`src/adsr_envelope_voice_unit_assert.svh`:
```
// assertion macros shared by the envelope voice modules
`ifndef ADSR_ENVELOPE_VOICE_UNIT_ASSERT_SVH
`define ADSR_ENVELOPE_VOICE_UNIT_ASSERT_SVH

// same-cycle implication, clocked on clk, off while in reset
`define AEVU_ASSERT_IMPL(name, ante, cons, msg) \
	name: assert property (@(posedge clk) disable iff (!arst_n) (ante) |-> (cons)) \
		else $error(msg);

// next-cycle implication, clocked on clk, off while in reset
`define AEVU_ASSERT_NEXT(name, ante, cons, msg) \
	name: assert property (@(posedge clk) disable iff (!arst_n) (ante) |=> (cons)) \
		else $error(msg);

`endif

```
`src/adsr_pkg.sv`:
```
// shared types, codes and constants of the envelope voice unit
`timescale 1ns / 1ps

package adsr_pkg;

	localparam int LEVEL_W   = 23;
	localparam int CFG_W     = 24;
	localparam int CFG_IDX_W = 3;

	// level cap and default force-stop rate, Q7.16
	localparam logic [LEVEL_W-1:0] LEVEL_CAP     = LEVEL_W'(127 << 16);
	localparam logic [LEVEL_W-1:0] FORCE_DEFAULT = LEVEL_W'(6 << 16);

	typedef enum logic [2:0] {
		OP_TICK     = 3'd0,
		OP_NOTE_ON  = 3'd1,
		OP_NOTE_OFF = 3'd2,
		OP_CUT      = 3'd3,
		OP_STOP     = 3'd4
	} opcode_t;

	typedef enum logic [2:0] {
		VS_IDLE    = 3'd0,
		VS_ATTACK  = 3'd1,
		VS_DECAY   = 3'd2,
		VS_SUSTAIN = 3'd3,
		VS_RELEASE = 3'd4,
		VS_FORCE   = 3'd5
	} voice_stage_t;

	typedef enum logic [CFG_IDX_W-1:0] {
		CFG_ATTACK_RATE   = 3'd0,
		CFG_DECAY_RATE    = 3'd1,
		CFG_SUSTAIN_LEVEL = 3'd2,
		CFG_FADE_RATE     = 3'd3,
		CFG_RELEASE_RATE  = 3'd4,
		CFG_INITIAL_LEVEL = 3'd5
	} cfg_index_t;

	typedef enum logic [0:0] {
		CS_ACCEPT = 1'b0,
		CS_EXEC   = 1'b1
	} ctrl_state_t;

	typedef struct packed {
		logic [2:0] opcode;
		logic [6:0] note_velocity;
		logic [7:0] channel_volume;
	} in_item_t;

	typedef struct packed {
		logic [7:0]         voice_volume;
		logic [LEVEL_W-1:0] envelope_level;
		logic [2:0]         stage;
		logic               finished;
	} out_item_t;

	// commands from the controller to the datapath
	typedef struct packed {
		logic capture;
		logic execute;
	} dp_cmd_t;

endpackage

```
`src/adsr_envelope_voice_unit.sv`:
```
// top level of the envelope voice unit: controller plus datapath
`timescale 1ns / 1ps

// One voice's ADSR envelope generator.
// Input channel in_valid/in_ready/in_item carries one request: tick, note_on,
// note_off, cut (force stop) or stop, with velocity and channel volume.
// Output channel out_valid/out_ready/out_item returns exactly one result per
// request: tick volume, envelope level (Q7.16), stage and finished flag.
// Configuration: cfg_we/cfg_index/cfg_data write one of six rate and level
// registers at the clock edge; write only while no request is in flight.
// A request is captured in the accept state and its result is written to
// the output register in the execute state that follows the capture.
// The controller's accept/execute sequence around the single envelope step
// unit takes no new request until the last one has been executed.
// The next request is accepted while a result still waits at the output;
// the execute step then waits until the output register is free.
// Reset (arst_n low) clears the configuration registers to zero, the voice to idle with
// level zero and held velocity zero, and empties the output register.

module adsr_envelope_voice_unit
	import adsr_pkg::*;
(
	input  logic                 clk,
	input  logic                 arst_n,
	input  logic                 cfg_we,
	input  logic [CFG_IDX_W-1:0] cfg_index,
	input  logic [CFG_W-1:0]     cfg_data,
	input  logic                 in_valid,
	output logic                 in_ready,
	input  in_item_t             in_item,
	output logic                 out_valid,
	input  logic                 out_ready,
	output out_item_t            out_item
);

	dp_cmd_t cmd;

	// sequencing of accept and execute
	adsr_ctrl u_ctrl (
		.clk       (clk),
		.arst_n    (arst_n),
		.in_valid  (in_valid),
		.in_ready  (in_ready),
		.out_valid (out_valid),
		.out_ready (out_ready),
		.cmd       (cmd)
	);

	// envelope state and arithmetic
	adsr_datapath u_datapath (
		.clk       (clk),
		.arst_n    (arst_n),
		.cfg_we    (cfg_we),
		.cfg_index (cfg_index),
		.cfg_data  (cfg_data),
		.in_item   (in_item),
		.cmd       (cmd),
		.out_item  (out_item)
	);

endmodule

```
`src/adsr_ctrl.sv`:
```
// controller state machine of the envelope voice unit
`timescale 1ns / 1ps

module adsr_ctrl
	import adsr_pkg::*;
(
	input  logic    clk,
	input  logic    arst_n,
	input  logic    in_valid,
	output logic    in_ready,
	output logic    out_valid,
	input  logic    out_ready,
	output dp_cmd_t cmd
);

	ctrl_state_t state_q, state_n;
	logic        out_valid_q;
	logic        slot_free;

	assign slot_free = !out_valid_q || out_ready;

	// next state
	always_comb begin
		state_n = state_q;
		case (state_q)
			CS_ACCEPT: begin
				if (in_valid) state_n = CS_EXEC;
			end
			CS_EXEC: begin
				if (slot_free) state_n = CS_ACCEPT;
			end
			default: state_n = CS_ACCEPT;
		endcase
	end

	// outputs
	always_comb begin
		in_ready    = 1'b0;
		cmd.capture = 1'b0;
		cmd.execute = 1'b0;
		case (state_q)
			CS_ACCEPT: begin
				in_ready    = 1'b1;
				cmd.capture = in_valid;
			end
			CS_EXEC: begin
				cmd.execute = slot_free;
			end
			default: begin
				in_ready = 1'b0;
			end
		endcase
	end

	// state and output valid
	always_ff @(posedge clk or negedge arst_n) begin
		if (!arst_n) begin
			state_q     <= CS_ACCEPT;
			out_valid_q <= 1'b0;
		end else begin
			state_q <= state_n;
			if (cmd.execute) out_valid_q <= 1'b1;
			else if (out_ready) out_valid_q <= 1'b0;
		end
	end

	assign out_valid = out_valid_q;

	`include "adsr_envelope_voice_unit_assert.svh"

	`AEVU_ASSERT_IMPL(a_valid_from_exec, $rose(out_valid_q), $past(state_q == CS_EXEC), "result appeared without execute")

endmodule

```
`src/adsr_datapath.sv`:
```
// envelope datapath: registers, level step and volume product
`timescale 1ns / 1ps

module adsr_datapath
	import adsr_pkg::*;
(
	input  logic                 clk,
	input  logic                 arst_n,
	input  logic                 cfg_we,
	input  logic [CFG_IDX_W-1:0] cfg_index,
	input  logic [CFG_W-1:0]     cfg_data,
	input  in_item_t             in_item,
	input  dp_cmd_t              cmd,
	output out_item_t            out_item
);

	// configuration registers
	logic [LEVEL_W-1:0] attack_rate_q, decay_rate_q, sustain_level_q;
	logic [LEVEL_W-1:0] release_rate_q, initial_level_q;
	logic signed [CFG_W-1:0] fade_rate_q;

	// voice state
	voice_stage_t       stage_q;
	logic [LEVEL_W-1:0] level_q;
	logic [6:0]         held_velocity_q;

	// captured request
	logic [2:0]  op_s1;
	logic [6:0]  vel_s1;
	logic [14:0] prod_s1;

	out_item_t out_q;

	// step results
	voice_stage_t       stage_n;
	logic [LEVEL_W-1:0] level_n;
	logic [6:0]         vel_n;
	logic [7:0]         volume_n;
	logic               fin_n;

	logic signed [LEVEL_W+1:0] level_ext, addend, sum, fade_ext;
	logic signed [LEVEL_W+1:0] cap_s, sus_s;
	logic [LEVEL_W-1:0]        sus_sat, init_sat, rel_rate;
	logic [21:0]               vol_full;

	localparam logic [1:0] ZX = 2'b00;

	// configuration writes
	always_ff @(posedge clk or negedge arst_n) begin
		if (!arst_n) begin
			attack_rate_q   <= '0;
			decay_rate_q    <= '0;
			sustain_level_q <= '0;
			fade_rate_q     <= '0;
			release_rate_q  <= '0;
			initial_level_q <= '0;
		end else if (cfg_we) begin
			case (cfg_index)
				CFG_ATTACK_RATE:   attack_rate_q   <= cfg_data[LEVEL_W-1:0];
				CFG_DECAY_RATE:    decay_rate_q    <= cfg_data[LEVEL_W-1:0];
				CFG_SUSTAIN_LEVEL: sustain_level_q <= cfg_data[LEVEL_W-1:0];
				CFG_FADE_RATE:     fade_rate_q     <= $signed(cfg_data);
				CFG_RELEASE_RATE:  release_rate_q  <= cfg_data[LEVEL_W-1:0];
				CFG_INITIAL_LEVEL: initial_level_q <= cfg_data[LEVEL_W-1:0];
				default: begin
				end
			endcase
		end
	end

	// capture request and first volume product
	always_ff @(posedge clk) begin
		if (cmd.capture) begin
			op_s1   <= in_item.opcode;
			vel_s1  <= in_item.note_velocity;
			prod_s1 <= 15'(in_item.channel_volume) * 15'(held_velocity_q);
		end
	end

	// saturated registers and the step addend
	always_comb begin
		sus_sat   = (sustain_level_q > LEVEL_CAP) ? LEVEL_CAP : sustain_level_q;
		init_sat  = (initial_level_q > LEVEL_CAP) ? LEVEL_CAP : initial_level_q;
		rel_rate  = (stage_q == VS_FORCE && release_rate_q == '0) ? FORCE_DEFAULT
			: release_rate_q;
		level_ext = $signed({ZX, level_q});
		cap_s     = $signed({ZX, LEVEL_CAP});
		sus_s     = $signed({ZX, sus_sat});
		fade_ext  = {fade_rate_q[CFG_W-1], fade_rate_q};
		case (stage_q)
			VS_ATTACK:  addend = $signed({ZX, attack_rate_q});
			VS_DECAY:   addend = -$signed({ZX, decay_rate_q});
			VS_SUSTAIN: addend = -fade_ext;
			VS_RELEASE: addend = -$signed({ZX, rel_rate});
			VS_FORCE:   addend = -$signed({ZX, rel_rate});
			default:    addend = '0;
		endcase
		sum      = level_ext + addend;
		vol_full = 22'(prod_s1) * 22'(level_q[LEVEL_W-1:16]);
	end

	// envelope step for the captured request
	always_comb begin
		stage_n  = stage_q;
		level_n  = level_q;
		vel_n    = held_velocity_q;
		volume_n = '0;
		fin_n    = 1'b0;
		case (op_s1)
			OP_TICK: begin
				if (stage_q != VS_IDLE) begin
					volume_n = vol_full[21:14];
					case (stage_q)
						VS_ATTACK: begin
							if (sum >= cap_s) begin
								level_n = LEVEL_CAP;
								stage_n = VS_DECAY;
							end else begin
								level_n = sum[LEVEL_W-1:0];
							end
						end
						VS_DECAY: begin
							if (sum <= sus_s) begin
								level_n = sus_sat;
								stage_n = VS_SUSTAIN;
							end else begin
								level_n = sum[LEVEL_W-1:0];
							end
						end
						VS_SUSTAIN: begin
							if (sum >= cap_s) begin
								level_n = LEVEL_CAP;
							end else if (sum <= 0) begin
								level_n = '0;
								fin_n   = 1'b1;
							end else begin
								level_n = sum[LEVEL_W-1:0];
							end
						end
						VS_RELEASE, VS_FORCE: begin
							if (sum <= 0) begin
								level_n = '0;
								fin_n   = 1'b1;
							end else begin
								level_n = sum[LEVEL_W-1:0];
							end
						end
						default: begin
						end
					endcase
					if (fin_n) stage_n = VS_IDLE;
				end
			end
			OP_NOTE_ON: begin
				level_n = init_sat;
				vel_n   = vel_s1;
				stage_n = VS_ATTACK;
			end
			OP_NOTE_OFF: begin
				if (stage_q != VS_IDLE) stage_n = VS_RELEASE;
			end
			OP_CUT: begin
				if (stage_q != VS_IDLE) stage_n = VS_FORCE;
			end
			OP_STOP: begin
				stage_n = VS_IDLE;
			end
			default: begin
			end
		endcase
	end

	// voice state update
	always_ff @(posedge clk or negedge arst_n) begin
		if (!arst_n) begin
			stage_q         <= VS_IDLE;
			level_q         <= '0;
			held_velocity_q <= '0;
		end else if (cmd.execute) begin
			stage_q         <= stage_n;
			level_q         <= level_n;
			held_velocity_q <= vel_n;
		end
	end

	// result register
	always_ff @(posedge clk) begin
		if (cmd.execute) begin
			out_q.voice_volume   <= volume_n;
			out_q.envelope_level <= level_n;
			out_q.stage          <= stage_n;
			out_q.finished       <= fin_n;
		end
	end

	assign out_item = out_q;

	`include "adsr_envelope_voice_unit_assert.svh"

	`AEVU_ASSERT_IMPL(a_level_cap, 1'b1, level_q <= LEVEL_CAP, "level above cap")
	`AEVU_ASSERT_NEXT(a_fin_idle, cmd.execute, !out_q.finished || (out_q.stage == VS_IDLE && out_q.envelope_level == '0), "finished without idle zero level")
	`AEVU_ASSERT_NEXT(a_vol_tick, cmd.execute && op_s1 != OP_TICK, out_q.voice_volume == '0 && !out_q.finished, "volume or finished on non-tick")

endmodule

```
`config.mk`:
```
export PLATFORM = sky130hd
export DESIGN_NAME = adsr_envelope_voice_unit
export DESIGN_NICKNAME = d
export VERILOG_FILES = /design/src/adsr_pkg.sv /design/src/adsr_envelope_voice_unit.sv /design/src/adsr_ctrl.sv /design/src/adsr_datapath.sv
export VERILOG_INCLUDE_DIRS = /design/src /design/src/src
export SDC_FILE = /design/constraint.sdc
export NUM_CORES = 1
export LEC_CHECK = 0
export BUFFER_PORTS_ARGS = -buffer_cell sky130_fd_sc_hd__buf_4
export CAP_MARGIN = 20
export CELL_PAD_IN_SITES_DETAIL_PLACEMENT = 1
export CELL_PAD_IN_SITES_GLOBAL_PLACEMENT = 1
export CORE_ASPECT_RATIO = 1.75
export CORE_MARGIN = 2
export CORE_UTILIZATION = 50
export DETAILED_ROUTE_END_ITERATION = 10
export PLACE_DENSITY = 0.87
export REMOVE_ABC_BUFFERS = 1
export SLEW_MARGIN = 20
export SYNTH_ARGS = -nofsm -noshare
export SYNTH_HDL_FRONTEND = slang
export SYNTH_SLANG_ARGS = --single-unit
```
`constraint.sdc`:
```
create_clock -name clk -period 8 [get_ports clk]
set_input_delay 1.2 -clock clk [delete_from_list [all_inputs] [get_ports clk]]
set_output_delay 1.2 -clock clk [all_outputs]
set_load 0.02 [all_outputs]
```
# Word level (Yosys, flattened, before mapping)

Cells that the tools add are included.

Register bits: 234
Input bits: 50
Output and inout port bits: 37

Add/sub/neg operators: 4
Multiply operators: 2
Order comparisons: 5
Eq/ne operators: 14
Multiplexer cells: 32
Bitwise logic cells: 1
Reductions and logical operators: 17

Operator list:

| cell                                                                | count |
|---|---|
| 2-to-1 mux 23 bit                                                   | 8 |
| case mux 25 bit (4 select lines)                                    | 1 |
| case mux 23 bit (4 select lines)                                    | 1 |
| negator 23 -> 25 bit                                                | 2 |
| > comparator 23 bit, second input constant                          | 2 |
| case mux 23 bit (2 select lines)                                    | 1 |
| adder 24 x 25 -> 25 bit                                             | 1 |
| greater-or-equal comparator 25 x 24 -> 1 bit, second input constant | 1 |
| <= comparator 25 x 1 -> 1 bit, second input constant                | 1 |
| <= comparator 25 x 24 -> 1 bit                                      | 1 |
| negator 24 -> 25 bit                                                | 1 |
| zero test 23 bit                                                    | 1 |
| multiplier 15 x 7 -> 22 bit                                         | 1 |
| == test 3 x 2 -> 1 bit, second input constant                       | 6 |
| 2-to-1 mux 3 bit                                                    | 6 |
| AND reduction 2 bit                                                 | 8 |
| == test 3 bit, second input constant                                | 5 |
| multiplier 8 x 7 -> 15 bit                                          | 1 |
| case mux 3 bit (5 select lines)                                     | 1 |
| 2-to-1 mux 1 bit                                                    | 11 |
| == test 3 x 1 -> 1 bit, second input constant                       | 3 |
| zero test 3 bit                                                     | 2 |
| case mux 3 bit (2 select lines)                                     | 1 |
| case mux 1 bit (2 select lines)                                     | 2 |
| 7 further kinds                                                     | 7 |

# Logic depth before layout (Yosys ltp)

Gate-level depths: netlist of run 1.

Depth after elaboration: 15
Mapped depth: 31
Gate-level depth less buffers: 28

# By module

A second synthesis of run 1 with hierarchy kept.

Cell total of the unflattened synthesis: 1854
Area total of the unflattened synthesis: 18325.1 µm²

Modules (own cells, without submodules):

| module        | instances | cells each | area each (µm²) |
|---|---|---|---|
| adsr_datapath | 1         | 1846       | 18231.2 |
| adsr_ctrl     | 1         | 8          | 93.8 |

# Least setup slack after synthesis of run 1

OpenSTA, ideal clock, no wires.

Path kind: reg-to-reg
Start: register u_datapath.fade_rate_q[4]
End: register u_datapath.out_q (netlist bit u_datapath.out_item[18]), data pin
Library setup time: 256 ps
Data arrival time: 6084 ps
Data required time: 7744 ps
Path slack: 1660 ps
Cell stages (with the launch flop): 28
Buffers on the path: 1
Path through: dfrtp_1 > nor4_1 > nand2_1 > or4_1 > or4b_2 > nor3_1 > xnor2_1 > mux2i_1 > o211ai_1 > ha_1 > a21oi_1 > a21oi_1 > o21ai_0 > nand3_1 > a211oi_1 > ha_1 > nand4_1 > nor3_1 > o21ai_0 > a31oi_1 > o21ai_0 > a21oi_2 > nor2b_2 > buf_6 > a211oi_1 > a211oi_1 > a221o_1 > o22a_1

Cells in the longest elaborated chain, start to end: 9
Elaborated cells between the ends (all ways): 13

Ends and longest elaborated chain:

| item                                 | line                                       | source |
|---|---|---|
| from (decl)                          | adsr_datapath.sv:20                        | `logic signed [CFG_W-1:0] fade_rate_q;` |
| from (signal assigned)               | adsr_datapath.sv:62                        | `CFG_FADE_RATE: fade_rate_q <= $signed(cfg_data);` |
| negator 24 -> 25 bit (*)             | adsr_datapath.sv:93                        | `VS_SUSTAIN: addend = -fade_ext;` |
| case mux 25 bit (4 select lines) (*) | adsr_datapath.sv:90                        | `case (stage_q)` |
| adder 24 x 25 -> 25 bit (*)          | adsr_datapath.sv:98                        | `sum = level_ext + addend;` |
| <= comparator 25 x 1 -> 1 bit        | adsr_datapath.sv:133, adsr_datapath.sv:141 |  |
| 2-to-1 mux 23 bit                    | adsr_datapath.sv:133, adsr_datapath.sv:141 |  |
| 2-to-1 mux 23 bit                    | adsr_datapath.sv:131                       | `if (sum >= cap_s) begin` |
| case mux 23 bit (4 select lines) (*) | adsr_datapath.sv:113                       | `case (stage_q)` |
| 2-to-1 mux 23 bit (*)                | adsr_datapath.sv:111                       | `if (stage_q != VS_IDLE) begin` |
| case mux 23 bit (2 select lines) (*) | adsr_datapath.sv:109                       | `case (op_s1)` |
| net u_datapath.level_n[14]           | adsr_datapath.sv:36                        | `logic [LEVEL_W-1:0] level_n;` |
| to (decl)                            | adsr_datapath.sv:32                        | `out_item_t out_q;` |

The timed path passes the listed nets; every way through them passes the cells marked *.
A chain may end at the register's enable or synchronous reset.

# Worst setup path in the final report of run 1

Start: register u_datapath.release_rate_q[2]
End: register u_datapath.out_q (netlist bit u_datapath.out_item[10]), data pin

Cells in the longest elaborated chain, start to end: 12
Elaborated cells between the ends (all ways): 16

Ends and longest elaborated chain:

| item                                 | line                                       | source |
|---|---|---|
| from (decl)                          | adsr_datapath.sv:19                        | `logic [LEVEL_W-1:0] release_rate_q, initial_level_q;` |
| from (signal assigned)               | adsr_datapath.sv:63                        | `CFG_RELEASE_RATE: release_rate_q <= cfg_data[LEVEL_W-1:0];` |
| zero test 23 bit                     | adsr_datapath.sv:84                        | `rel_rate = (stage_q == VS_FORCE && release_rate_q == '0) ? FORCE_DEFAULT` |
| logical AND 1 bit                    | adsr_datapath.sv:84                        |  |
| 2-to-1 mux 23 bit (*)                | adsr_datapath.sv:84                        |  |
| negator 23 -> 25 bit (*)             | adsr_datapath.sv:94, adsr_datapath.sv:95   |  |
| case mux 25 bit (4 select lines) (*) | adsr_datapath.sv:90                        |  |
| adder 24 x 25 -> 25 bit (*)          | adsr_datapath.sv:98                        |  |
| <= comparator 25 x 1 -> 1 bit        | adsr_datapath.sv:133, adsr_datapath.sv:141 |  |
| 2-to-1 mux 23 bit                    | adsr_datapath.sv:133, adsr_datapath.sv:141 |  |
| 2-to-1 mux 23 bit                    | adsr_datapath.sv:131                       |  |
| case mux 23 bit (4 select lines) (*) | adsr_datapath.sv:113                       |  |
| 2-to-1 mux 23 bit (*)                | adsr_datapath.sv:111                       |  |
| case mux 23 bit (2 select lines) (*) | adsr_datapath.sv:109                       |  |
| net u_datapath.level_n[6]            | adsr_datapath.sv:36                        |  |

Marks and branches as above.

==> qor.yml, run 1 <==
maxSlewHeadroom: 0.232
die_area_um2: 37700
numCtsBuffers: 24
status: "finished, final reports clean"
crit_type: "reg -> reg"
cp_max_fo: 10
antenna_found_initial: 0
fin_area_um2: 20200
synth_cells: 1830
period_needed_ns: 7.57
die_w_um: 148
initial_utilization: 0.504
maxCapViolCount: 0
ios: 87
final_common_cell: "nand2_1"
clk_path_buf_depth: 3
nNetsFinal: 2180
yosysTopAreaCell: "dfrtp_1"
grt_setup_unrepaired: "no"
busiest_layer: "met2"
dp_hpwl_um: 50600
cts_tree: "done"
synth.distinct_cells: 82
core_area_um2: 35800
setup_tns_ns: 0
placed_area_um2: 19300
postRouteAntennaNets: 0
io_buffer_count: 86
cts-root-buf: "clkbuf_16"
final_cell_mix: "227 x nand2_1, 174 x dfrtp_1, 136 x mux2_2"
globalplace.congestion: 1.00
synth_flop_cell: "dfrtp_1"
ys_seq_elements: 234
grt_pass1_vias: 17500
start_kind: "flip-flop"
worst_pin_slew_ns: 1.15
nFillCells: 3984
synth-seq-area-share: 0.341
clk_latency_ns: 0.57
use_met3: 0.0420
cp.arrival_ns: 7.87
setup_violations: 0
viasPerCell: 6.49
hold_viol_final: 0
htree_levels: 1
postCtsSetupRepairBufs: 0
synth_async_sr_flop_share: 0.744
wl_per_cell_um: 27.0
fmax_ghz: 0.132
period_share: 0.946
grt_overflow: 0
yosys_warnings: 0
ctsHoldBuffers: 0
syn2layout_area_growth_pct: 11.8
cp.required_ns: 8.30
remaining_drc_errors: 0
multi_input_comb_area_um2: 11200
grt_pass1_wl_um: 101000
grt_max_degree: 102
drive_gt1_frac: 0.176
slew_viol_final: 0
gr-usage-all-layers: 0.348
worstSetupEndpointType: "flip-flop"
regArea_um2: 6160
post_cts_resized: 0
vias: 15600
hold_path.class: "reg -> reg"
synth_top_area_share: 0.241
rows: 92
die_h_um: 255
drtPass1Iterations: 6
netlist_area_um2: 18000
synth-edff-count: 60
routed_wirelength_um: 64800
use_met2: 0.649
drt_iter0_markers: 965
netlist_top_cells_area: "dfrtp_1 24%, fa_1 10%, edfxtp_1 10%"
path_clk_slew_ns: 0.07
skew_ns: 0.0284
cts.sinks: 234
syn_avg_cell_area_um2: 9.86
diodes: 0
use_met1: 0.340
## through the flow
step	hold slack (ns)	setup slack [ns]	utilization	std cells
2_1_floorplan	0.455	1.64	-	1766
3_3_place_gp	0.462	0.690	0.540	2361
3_5_place_dp	0.474	0.523	0.540	2361
4_1_cts	0.492	0.490	0.564	2404
5_1_grt	0.506	0.0490	0.564	2404
6_report	0.488	0.430	0.564	2404
## layer usage
layer  part of all wire  routed length (um)
met4              0.094                6080
met2               0.54               34900
met5                  0                   0
met1               0.32               20800
met3              0.047                3070
## final cells by class
type / count / area share
clock inverter: 14 / 0.00979
timing repair buffer: 125 / 0.0467
multi-input combinational: 1399 / 0.553
clock buffer: 29 / 0.0317
inverter: 133 / 0.0247
sequential: 234 / 0.305
tap: 470 / 0.0291
## critical path, cell delays in order (launching register included)
cell and delay [ns]:
dfrtp_1 0.45, or4_1 0.65, buf_4 0.24, nor4_1 0.26
buf_4 0.19, nand2_1 0.10, or4b_2 0.64, nand3_1 0.15
o221ai_1 0.14, ha_1 0.50, nand4_1 0.24, nor2_2 0.24
nand4_1 0.25, and4_1 0.27, o21ai_1 0.33, inv_1 0.21
ha_1 0.26, a211oi_1 0.23, o211a_1 0.18, o31ai_1 0.08
o21ai_0 0.22, a21oi_2 0.13, a32o_2 0.31, buf_4 0.16
a21oi_1 0.17, nor3_1 0.08, a311oi_1 0.48, o21ai_1 0.11
## registers in the layout (all words and copies together) (netlist names)
| name | cells |
|---|---|
| u_datapath.attack_rate_q | 23 |
| u_datapath.op_s1 | 3 |
| u_datapath.initial_level_q | 23 |
| u_datapath.level_q | 23 |
| u_ctrl.state_q | 1 |
| u_datapath.release_rate_q | 23 |
| u_ctrl.out_valid | 1 |
| u_datapath.stage_q | 3 |
| u_datapath.vel_s1 | 7 |
| u_datapath.fade_rate_q | 24 |
| u_datapath.sustain_level_q | 23 |
| u_datapath.decay_rate_q | 23 |
| u_datapath.held_velocity_q | 7 |
| u_datapath.prod_s1 | 15 |
| u_datapath.out_item | 35 |
## cells by family (layout without fill, tap and decap cells)
| kind of cell | after synthesis | in the layout | synth area share |
|---|---|---|---|
| buffers and inverters | 197 | 301 | 0.0422 |
| DFF | 234 | 234 | 0.341 |
| and+or+nand+nor | 567 | 567 | 0.153 |
| muxes | 150 | 150 | 0.0926 |
| adders and majority gates | 213 | 213 | 0.186 |
| AOI/OAI and AO/OA | 380 | 380 | 0.140 |
| xor gates and xnor gates | 89 | 89 | 0.0440 |
## cells in the mapped netlist (13+ instances only)
cell,number
edfxtp_1,60
clkbuf_1,54
a22oi_1,13
nand2_1,227
a31oi_1,20
nand4_1,15
a211oi_1,19
xor2_1,35
a21oi_1,83
a21o_1,21
and2_1,67
o22ai_1,17
xnor2_1,52
nor3_1,38
dfrtp_1,174
inv_1,133
nor2_1,89
o21ai_1,24
ha_1,120
mux2i_1,14
nand3_1,30
or3_1,14
nor4_1,20
mux2_2,136
o21ai_0,67
fa_1,93
## worst paths after layout
kind,from,end,slack [ns],depth (start not counted)
worst max-delay path,u_datapath.release_rate_q[2],u_datapath.out_item[10],0.43,27
worst min-delay path,u_datapath.vel_s1[6],u_datapath.held_velocity_q[6],0.49,1
worst max register to register,u_datapath.release_rate_q[2],u_datapath.out_item[10],0.43,27
worst min register to register,u_datapath.vel_s1[6],u_datapath.held_velocity_q[6],0.49,1
max in group asynchronous,arst_n,u_datapath.fade_rate_q[8],5.63,2
min in group asynchronous,arst_n,u_datapath.attack_rate_q[22],0.80,1
Power of run 1 is left out: the tool's default activity adds up to more than one toggle a clock period on the data nets, which glitch-free logic cannot reach.
==> run 2, diff against run 1 <==
--- a/config.mk
+++ b/config.mk
@@ -6,14 +6,16 @@
 export SDC_FILE = /design/constraint.sdc
 export NUM_CORES = 1
 export LEC_CHECK = 0
+export ABC_AREA = 1
 export BUFFER_PORTS_ARGS = -buffer_cell sky130_fd_sc_hd__buf_4
 export CAP_MARGIN = 20
 export CELL_PAD_IN_SITES_DETAIL_PLACEMENT = 1
 export CELL_PAD_IN_SITES_GLOBAL_PLACEMENT = 1
 export CORE_ASPECT_RATIO = 1.75
 export CORE_MARGIN = 2
-export CORE_UTILIZATION = 50
+export CORE_UTILIZATION = 47
 export DETAILED_ROUTE_END_ITERATION = 10
+export GPL_TIMING_DRIVEN = 0
 export PLACE_DENSITY = 0.87
 export REMOVE_ABC_BUFFERS = 1
 export SLEW_MARGIN = 20
==> qor.yml, run 2 <==
io_buffer_count: 86  # unchanged
fin_cells: 3209  # +33%
synth_cells: 2608  # +43%
final_cell_mix: "785 x nand2_1, 349 x inv_1, 206 x o21ai_0"
grt_max_degree: 78  # -24%
drive_gt1_frac: 0.0961  # -0.0803
postRouteAntennaNets: 0  # unchanged
grt_setup_unrepaired: "no"
period_share: 0.920  # -0.0258
ys_seq_elements: 234  # unchanged
cts_tree: "done"
synth_flop_cell: "dfrtp_1"
die_w_um: 157  # +6.2%
wl_per_cell_um: 20.9  # -23%
utilization: 0.529  # -0.0351
vias: 18000  # +16%
dp_cells: 3163  # +34%
cp_common_cell: "nand2_1"
cp.required_ns: 8.29  # about the same
grt_overflow: 0  # unchanged
drt_iter0_markers: 999  # +3.5%
drtPass1Iterations: 5  # -1
cp.arrival_ns: 7.66  # -0.21 ns
globalplace.congestion: 0.949  # -5.2%
cts-root-buf: "clkbuf_16"
worstSetupEndpointType: "flip-flop"
maxCapViolCount: 0  # unchanged
leakage_nw: 11.2
antenna_found_initial: 0  # unchanged
crit_type: "reg -> reg"
setup_violations: 0  # unchanged
clk_latency_ns: 0.56  # about the same
die_area_um2: 42500  # +13%
diodes: 0  # unchanged
slew_viol_final: 0  # unchanged
core_area_um2: 40200  # +12%
initial_utilization: 0.477  # -0.0267
maxSlewHeadroom: 0.304  # +0.0721
skew_ns: 0.0224  # -0.00596 ns
synth_commonest_cells: "790 x nand2_1, 351 x inv_1, 210 x nor2_1, 206 x o21ai_0, 181 x nand3_1"
post_cts_resized: 0  # unchanged
yosys_warnings: 0  # unchanged
dp_hpwl_um: 53300  # +5.4%
grt_pass1_wl_um: 106000  # +5.2%
clk_path_buf_depth: 3  # unchanged
cp_max_fo: 30  # +20
fin_hold_ws_ns: 0.486  # -0.00180 ns
yosysTopAreaCell: "dfrtp_1"
htree_levels: 1  # unchanged
syn2layout_area_growth_pct: 10.8
worst_pin_slew_ns: 1.04  # -0.109 ns
viasPerCell: 5.62  # -13%
ctsHoldBuffers: 0  # unchanged
p_per_area_nw_per_um2: 448
nNetsFinal: 2909  # +33%
setup_tns_ns: 0  # unchanged
ios: 87  # unchanged
netlist_top_cells_area: "dfrtp_1 23%, nand2_1 15%, fa_1 9.7%"
synth-seq-area-share: 0.321  # -0.0201
remaining_drc_errors: 0  # unchanged
status: "finished, final reports clean"
synthMostInstantiatedCell: "nand2_1"
ir_worst_vdd_uv: 231
slowest_stage: "nand2_4"
final_common_cell: "nand2_1"
synth-edff-count: 60  # unchanged
numCtsBuffers: 25  # +4.2%
synth.distinct_cells: 52  # -37%
path_clk_slew_ns: 0.07  # about the same
start_kind: "flip-flop"
hold_path.class: "reg -> reg"
routed_wirelength_um: 67000  # +3.3%
rows: 97  # +5.4%
period_needed_ns: 7.36  # -0.207 ns
gr-usage-all-layers: 0.322  # -0.0264
synth_async_sr_flop_share: 0.744  # unchanged
synth_top_area_share: 0.227  # -0.0142
slowest_delay_ns: 0.51  # -0.14 ns
postCtsSetupRepairBufs: 0  # unchanged
grt_pass1_vias: 20100  # +15%
netlist_area_um2: 19200  # +6.3%
die_h_um: 271  # +6.2%
fmax_ghz: 0.136  # +2.8%
cts.sinks: 234  # unchanged
syn_avg_cell_area_um2: 7.35  # -25%
hold_viol_final: 0  # unchanged
largest_register_ffs: 35  # unchanged
run 2: layout make-up:
class                      count  area (um^2)
fill                        5095        18900
clock buffer                  33          708
timing repair buffer          97          890
tap                          544          681
multi-input combinational   1920        11300
inverter                     368         1390
clock inverter                13          130
sequential                   234         6160
run 2: logic make-up (layout without fill, tap and decap cells):
family | count (synthesis) | count (layout) | share of synthesized area
fa+ha+maj | 213 | 213 | 0.175
mux | 7 | 7 | 0.00411
buf+inv | 454 | 511 | 0.0927
xor+xnor | 28 | 28 | 0.0128
simple gates | 1339 | 1339 | 0.301
flops | 234 | 234 | 0.321
compound gates | 333 | 333 | 0.0927
run 2: worst max-delay path: cells and delay by family, from the launching register on:
kind            cells  cell delay (ns)
compound gates      5             0.94
fa+ha+maj           3             1.03
flops               1             0.39
simple gates       25             4.36
buf+inv             3             0.35
run 2: per-stage QoR:
step           power (mW)  setup WS [ns]  cell area [um^2]
6_report             9.51          0.637             21200
5_1_grt              10.3         0.0805             21200
4_1_cts              9.48          0.796             21200
3_5_place_dp         8.20          0.873             20400
3_3_place_gp         7.77         -0.908             20100
2_1_floorplan        6.14           2.30             18800
run 2: where the power goes:
group | total [mW] | switching (mW) | internal [mW]
clock | 1.21 | 0.521 | 0.692
sequential | 2.18 | 0.504 | 1.68
combinational | 6.11 | 4.01 | 2.11
run 2: final timing paths:
| kind | start | endpoint | slack [ns] | cells after the start |
|---|---|---|---|---|
| worst max-delay path | u_datapath.fade_rate_q[0] | u_datapath.out_item[8] | 0.64 | 36 |
| worst min-delay path | u_datapath.vel_s1[6] | u_datapath.held_velocity_q[6] | 0.49 | 1 |
| worst max register to register | u_datapath.fade_rate_q[0] | u_datapath.out_item[8] | 0.64 | 36 |
| worst min register to register | u_datapath.vel_s1[6] | u_datapath.held_velocity_q[6] | 0.49 | 1 |
| max in group asynchronous | arst_n | u_datapath.fade_rate_q[22] | 6.36 | 3 |
| min in group asynchronous | arst_n | u_datapath.decay_rate_q[3] | 0.54 | 1 |
run 2: per-layer routing:
layer,GRT usage,share of wire
met5,0,0
met4,0.224,0.078
met3,0.0330,0.032
met2,0.616,0.55
met1,0.315,0.34
Power figures use the tool's default switching activity.
